`src/ikc_pkg.sv`:
```
// Package for the image kernel convolution unit.
// Holds shared constants, register indexes and controller/datapath command and status types.
package ikc_pkg;

  localparam int unsigned REG_ADDR_W = 6;

  localparam logic [2:0] REG_KROW0   = 3'd0;
  localparam logic [2:0] REG_KROW4   = 3'd4;
  localparam logic [2:0] REG_DIVISOR = 3'd5;
  localparam logic [2:0] REG_WIDTH   = 3'd6;
  localparam logic [2:0] REG_HEIGHT  = 3'd7;

  localparam logic OP_PIXEL = 1'b0;
  localparam logic OP_DRAIN = 1'b1;

  // Controller to datapath commands.
  typedef struct packed {
    logic        clear;     // reset the datapath position counters
    logic        write_pix; // store the input pixel and advance the input position
    logic        emit_load; // start gathering the window of the oldest pending pixel
    logic        win_step;  // fetch one window element
    logic        mac_step;  // accumulate one element
    logic        div_start; // start the quotient unit
    logic        finish;    // place the result in the output register
  } ikc_cmd_t;

  // Datapath to controller status.
  typedef struct packed {
    logic pix_item;      // the offered item is a pixel, not a drain
    logic emit_due;      // this pixel item causes a result
    logic drain_ok;      // a drain item causes a result
    logic interior;      // the pending pixel needs the kernel
    logic win_last;      // last window element is being fetched
    logic div_done;      // quotient unit finished
    logic out_free;      // output register can take a new result
  } ikc_sts_t;

endpackage

```
`src/ikc_ctrl.sv`:
```
// Controller state machine: sequences pixel writes, window walks and division.
// Depends on ikc_pkg.
module ikc_ctrl import ikc_pkg::*; (
  input  logic     clk,
  input  logic     rst,
  input  logic     in_valid,
  output logic     in_ready,
  input  ikc_sts_t sts,
  output ikc_cmd_t cmd
);

  typedef enum logic [5:0] {
    S_IDLE = 6'b000001,
    S_LOAD = 6'b000010,
    S_WALK = 6'b000100,
    S_TAIL = 6'b001000,
    S_DIV  = 6'b010000,
    S_DONE = 6'b100000
  } state_t;

  state_t state, state_next;
  logic   acc_due;
  logic   tail_cnt, tail_cnt_next;

  assign in_ready = (state == S_IDLE) && sts.out_free;
  assign acc_due  = in_valid && in_ready;

  always_comb begin
    state_next    = state;
    tail_cnt_next = tail_cnt;
    cmd           = '0;
    case (state)
      S_IDLE: begin
        if (acc_due) begin
          // Pixel items are always stored; drain items never are.
          cmd.write_pix = sts.pix_item;
          if (sts.emit_due || sts.drain_ok) begin
            cmd.emit_load = 1'b1;
            state_next    = S_LOAD;
          end
        end
      end
      S_LOAD: begin
        if (sts.interior) begin
          cmd.win_step = 1'b1;
          state_next   = S_WALK;
        end else begin
          state_next = S_DONE;
        end
      end
      S_WALK: begin
        cmd.win_step = 1'b1;
        if (sts.win_last) begin
          state_next    = S_TAIL;
          tail_cnt_next = 1'b0;
        end
      end
      S_TAIL: begin
        tail_cnt_next = 1'b1;
        if (tail_cnt) begin
          cmd.div_start = 1'b1;
          state_next    = S_DIV;
        end
      end
      S_DIV: begin
        if (sts.div_done) state_next = S_DONE;
      end
      S_DONE: begin
        cmd.finish = 1'b1;
        state_next = S_IDLE;
      end
      default: state_next = S_IDLE;
    endcase
  end

  always_ff @(posedge clk) begin
    if (rst) begin
      state    <= S_IDLE;
      tail_cnt <= 1'b0;
    end else begin
      state    <= state_next;
      tail_cnt <= tail_cnt_next;
    end
  end

  assert property (@(posedge clk) disable iff (rst) cmd.finish |=> state == S_IDLE)
    else $error("finish not followed by idle");
  assert property (@(posedge clk) disable iff (rst) in_ready |-> state == S_IDLE)
    else $error("ready outside idle");
  assert property (@(posedge clk) disable iff (rst) cmd.div_start |=> state == S_DIV)
    else $error("division start lost");

endmodule
```
`config.mk`:
```
export PLATFORM = sky130hd
export DESIGN_NAME = ikc_ctrl
export DESIGN_NICKNAME = d
export VERILOG_FILES = /design/src/ikc_pkg.sv /design/src/ikc_ctrl.sv
export SDC_FILE = /design/constraint.sdc
export NUM_CORES = 1
export LEC_CHECK = 0
export ABC_AREA = 0
export BUFFER_PORTS_ARGS = -buffer_cell sky130_fd_sc_hd__buf_2
export CAP_MARGIN = 10
export CORE_AREA = 3 3 40 42
export DETAILED_ROUTE_END_ITERATION = 10
export DIE_AREA = 0 0 43 45
export GPL_ROUTABILITY_DRIVEN = 0
export HOLD_SLACK_MARGIN = 0.1
export PLACE_DENSITY = 0.54
export SLEW_MARGIN = 20
export SYNTH_ARGS = -nofsm -noshare
export SYNTH_HDL_FRONTEND = slang
export SYNTH_SLANG_ARGS = --single-unit
```
`constraint.sdc`:
```
create_clock -name clk -period 1.35 [get_ports clk]
set_input_delay 0.27 -clock clk [delete_from_list [all_inputs] [get_ports clk]]
set_output_delay 0.27 -clock clk [all_outputs]
set_load 0.03 [all_outputs]
```
==> qor.csv <==
stage,metric,value,unit
critical_path,worst-endpoint-required,1.08,ns
floorplanning,rows,13,
logic_synthesis,post_synth_instance_area,437,um^2
sta,fin_crit_sh,1.17,
logic_synthesis,synth_area_leader_cell,dfxtp_1,
sta,rsz0062_at_grt,yes,
logic_synthesis,yosysWarningCount,0,
power,p_total,0.925,mW
run_status,run_status,"complete, but fails checks",
drt,firstDrtPassIters,2,
sta,setup_viol,6,
global_route,via_count_of_the_first_global_routing_pass,544,
run_status,failed_checks,negative setup slack,
clock_network,cts_tree,yes,
floorplanning,die_width,43,um
sta,final.setup.worst_slack,-0.223,ns
power,power_per_cell_area,1170,mW/mm^2
global_route,grt_first_pass_wirelength,2.26,mm
clock_network,clock_tree.htree_level_count,1,
drt,detail_route.iter0.violations,3,
clock_network,holdBufCountCts,0,
floorplanning,ioPinCount,18,
critical_path,critical_path_sink,cmd[3],
worst_hold_path,min_path_type,input pin to register,
logic_synthesis,yosys_register_bits,7,
placed_design,portBuffers,15,
floorplanning,initial_core_util,0.340,
floorplanning,floorplan.core_area,0.00128,mm^2
drt,routed-via-count,529,
critical_path,reg2reg_depth,6,
cells_and_area,mostFrequentLayoutCells,"18 x buf_4, 9 x buf_2, 6 x buf_6, 5 x nand3_1",
critical_path,maximum_fanout_along_the_worst_path,4,
clock_network,clockBufferDepth,2,
cells_and_area,count_of_nets_after_finishing,101,
logic_synthesis,yosysSeqAreaShare,0.321,
clock_network,clkSlewWorstSetupHoldPaths,0.06,ns
sta,fmax,636,MHz
sta,setup_total_negative_slack,-1.08,ns
critical_path,setup.worst_path.start_class,register,
cells_and_area,antennaDiodeCount,0,
logic_synthesis,synth.top_cell.area_share,0.321,
sta,timing.final.max_slew_violations,0,
logic_synthesis,postSynthCellCount,55,
global_route,grt_antenna_before_repair,0,
power,vdd_ir_drop_max,0.000513,V
drt,detail_route.vias_per_cell,5.04,
critical_path,r2r_setup_slack,0.05,ns
critical_path,crit_path_end_kind,output pin,
global_route,gr-usage-all-layers,0.162,
clock_network,tritoncts_num_sinks,7,
power,cellLeakagePower,0.367,nW
sta,report.final.hold_viol_count,0,
critical_path,critical_path_arrival,1.30,ns
critical_path,crit_path_start,state[3]$_SDFFE_PP0P_,
drt,drt-total-wl,1.40,mm
critical_path,timing_worst_setup_path_type,register to output pin,
cells_and_area,layout_commonest_cell,buf_4,
placed_design,pre_cts_ws,-0.0882,ns
logic_synthesis,synth.avg_cell_area,7.94,um^2
logic_synthesis,ys_top_cells_by_area,"dfxtp_1 32%, nand3_1 6.9%, nor2_1 6.0%",
clock_network,worstSkewPairLatency,0.27,ns
cells_and_area,layout-drive-gt1-share,0.600,
sta,timing.clock.skew,0.0113,ns
drt,drt_drc_violations_left,0,
drt,remaining_number_of_nets_flagged_by_the_antenna_check_after_routing,0,
critical_path,reg2reg_to,state[3]$_SDFFE_PP0P_,
placed_design,dp_hpwl,951,um
drt,routedWlPerCell,13.4,um
floorplanning,dieArea,0.00194,mm^2
floorplanning,fp.dieH,45,um
global_route,grt_max_degree,7,
sta,fin_crit,1.57,ns
clock_network,root_buffer,clkbuf_4,
run,max_cap_violations,0,
cells_and_area,layout-area-overhead-vs-synth,81.1,%
logic_synthesis,synth_cell_type_count,25,
clock_network,cts_buffers,3,
global_route,grt-ovfl-total,0,
critical_path,timing.rr.start,state[2]$_SDFFE_PP0P_,
-- layer usage --
metal,part of all wire,vias up,global-route usage
met3,0.056,4,0.0518
met2,0.52,15,0.299
met4,0.018,0,0.0904
li1,-,265,-
met5,0,-,0
met1,0.41,245,0.161
-- how the worst min path moves through the flow --
| stage | from | endpoint | slack (ns) | cells past startpoint |
|---|---|---|---|---|
| floorplan | rst | state[2]$_SDFFE_PP0P_ | 0.34 | 1 |
| global placement | rst | state[2]$_SDFFE_PP0P_ | 0.48 | 2 |
| detailed placement | rst | state[2]$_SDFFE_PP0P_ | 0.49 | 2 |
| CTS | rst | state[2]$_SDFFE_PP0P_ | 0.20 | 2 |
| global route | rst | state[2]$_SDFFE_PP0P_ | 0.21 | 2 |
| finish | rst | state[2]$_SDFFE_PP0P_ | 0.21 | 2 |
-- layout make-up --
type                            count  area (um^2)
Clock buffer                        4         26.3
Fill cell                         111          494
Inverter                            3         11.3
Multi-Input combinational cell     43          333
Sequential cell                     7          154
Tap cell                           15         18.8
Timing Repair Buffer               33          248
-- cells in the mapped netlist (all sizes together) --
cell type,count
a311o,1
nand4b,1
nor3b,2
o211ai,2
nand3,6
a41o,1
dfxtp,7
nor2b,1
nor3,1
buf,3
and3b,1
and3,1
xor2,1
a31o,1
o21ai,2
nor4b,1
nor2,8
inv,3
a21oi,4
nand3b,3
nand2,3
nor4,1
conb,1
-- flip-flops by register name, summed over array words and instances, names as in the netlist --
signal	flops
state	6
tail_cnt	1
-- where the power goes --
group | internal (mW) | switching [mW]
sequential | 0.235 | 0.0505
combinational | 0.239 | 0.196
clock | 0.114 | 0.0912
total | 0.587 | 0.337
-- what timing repair did --
item / CTS / global route
pin swaps: 7 / 5
buffers inserted: 3 / 2
setup endpoints to repair: 6 / 7
gates cloned: 0 / 0
gates resized for setup: 22 / 12
-- stage by stage --
stage / util / hold slack (ns) / cells / instance area, um^2
6_report: 0.615 / 0.206 / 105 / 791
3_3_place_gp: 0.485 / 0.485 / 98 / 623
4_1_cts: 0.583 / 0.202 / 105 / 749
2_1_floorplan: - / 0.339 / 56 / 443
5_1_grt: 0.615 / 0.214 / 105 / 791
3_5_place_dp: 0.485 / 0.488 / 98 / 623
-- critical path: stages, from the launching register on --
cell	delay, ns
dfxtp_2	0.36
nor4_4	0.28
nand4b_1	0.18
nand2_2	0.09
buf_6	0.12
-- kinds of logic after synthesis --
logic type,after synthesis,share of synthesized area
other,1,0.00859
XOR/XNOR,1,0.0201
AO/OA/AOI/OAI,11,0.169
buffers and inverters,6,0.0859
flip-flops,7,0.321
AND/OR/NAND/NOR,29,0.395
Note: power is estimated with default switching activity, not from simulation.
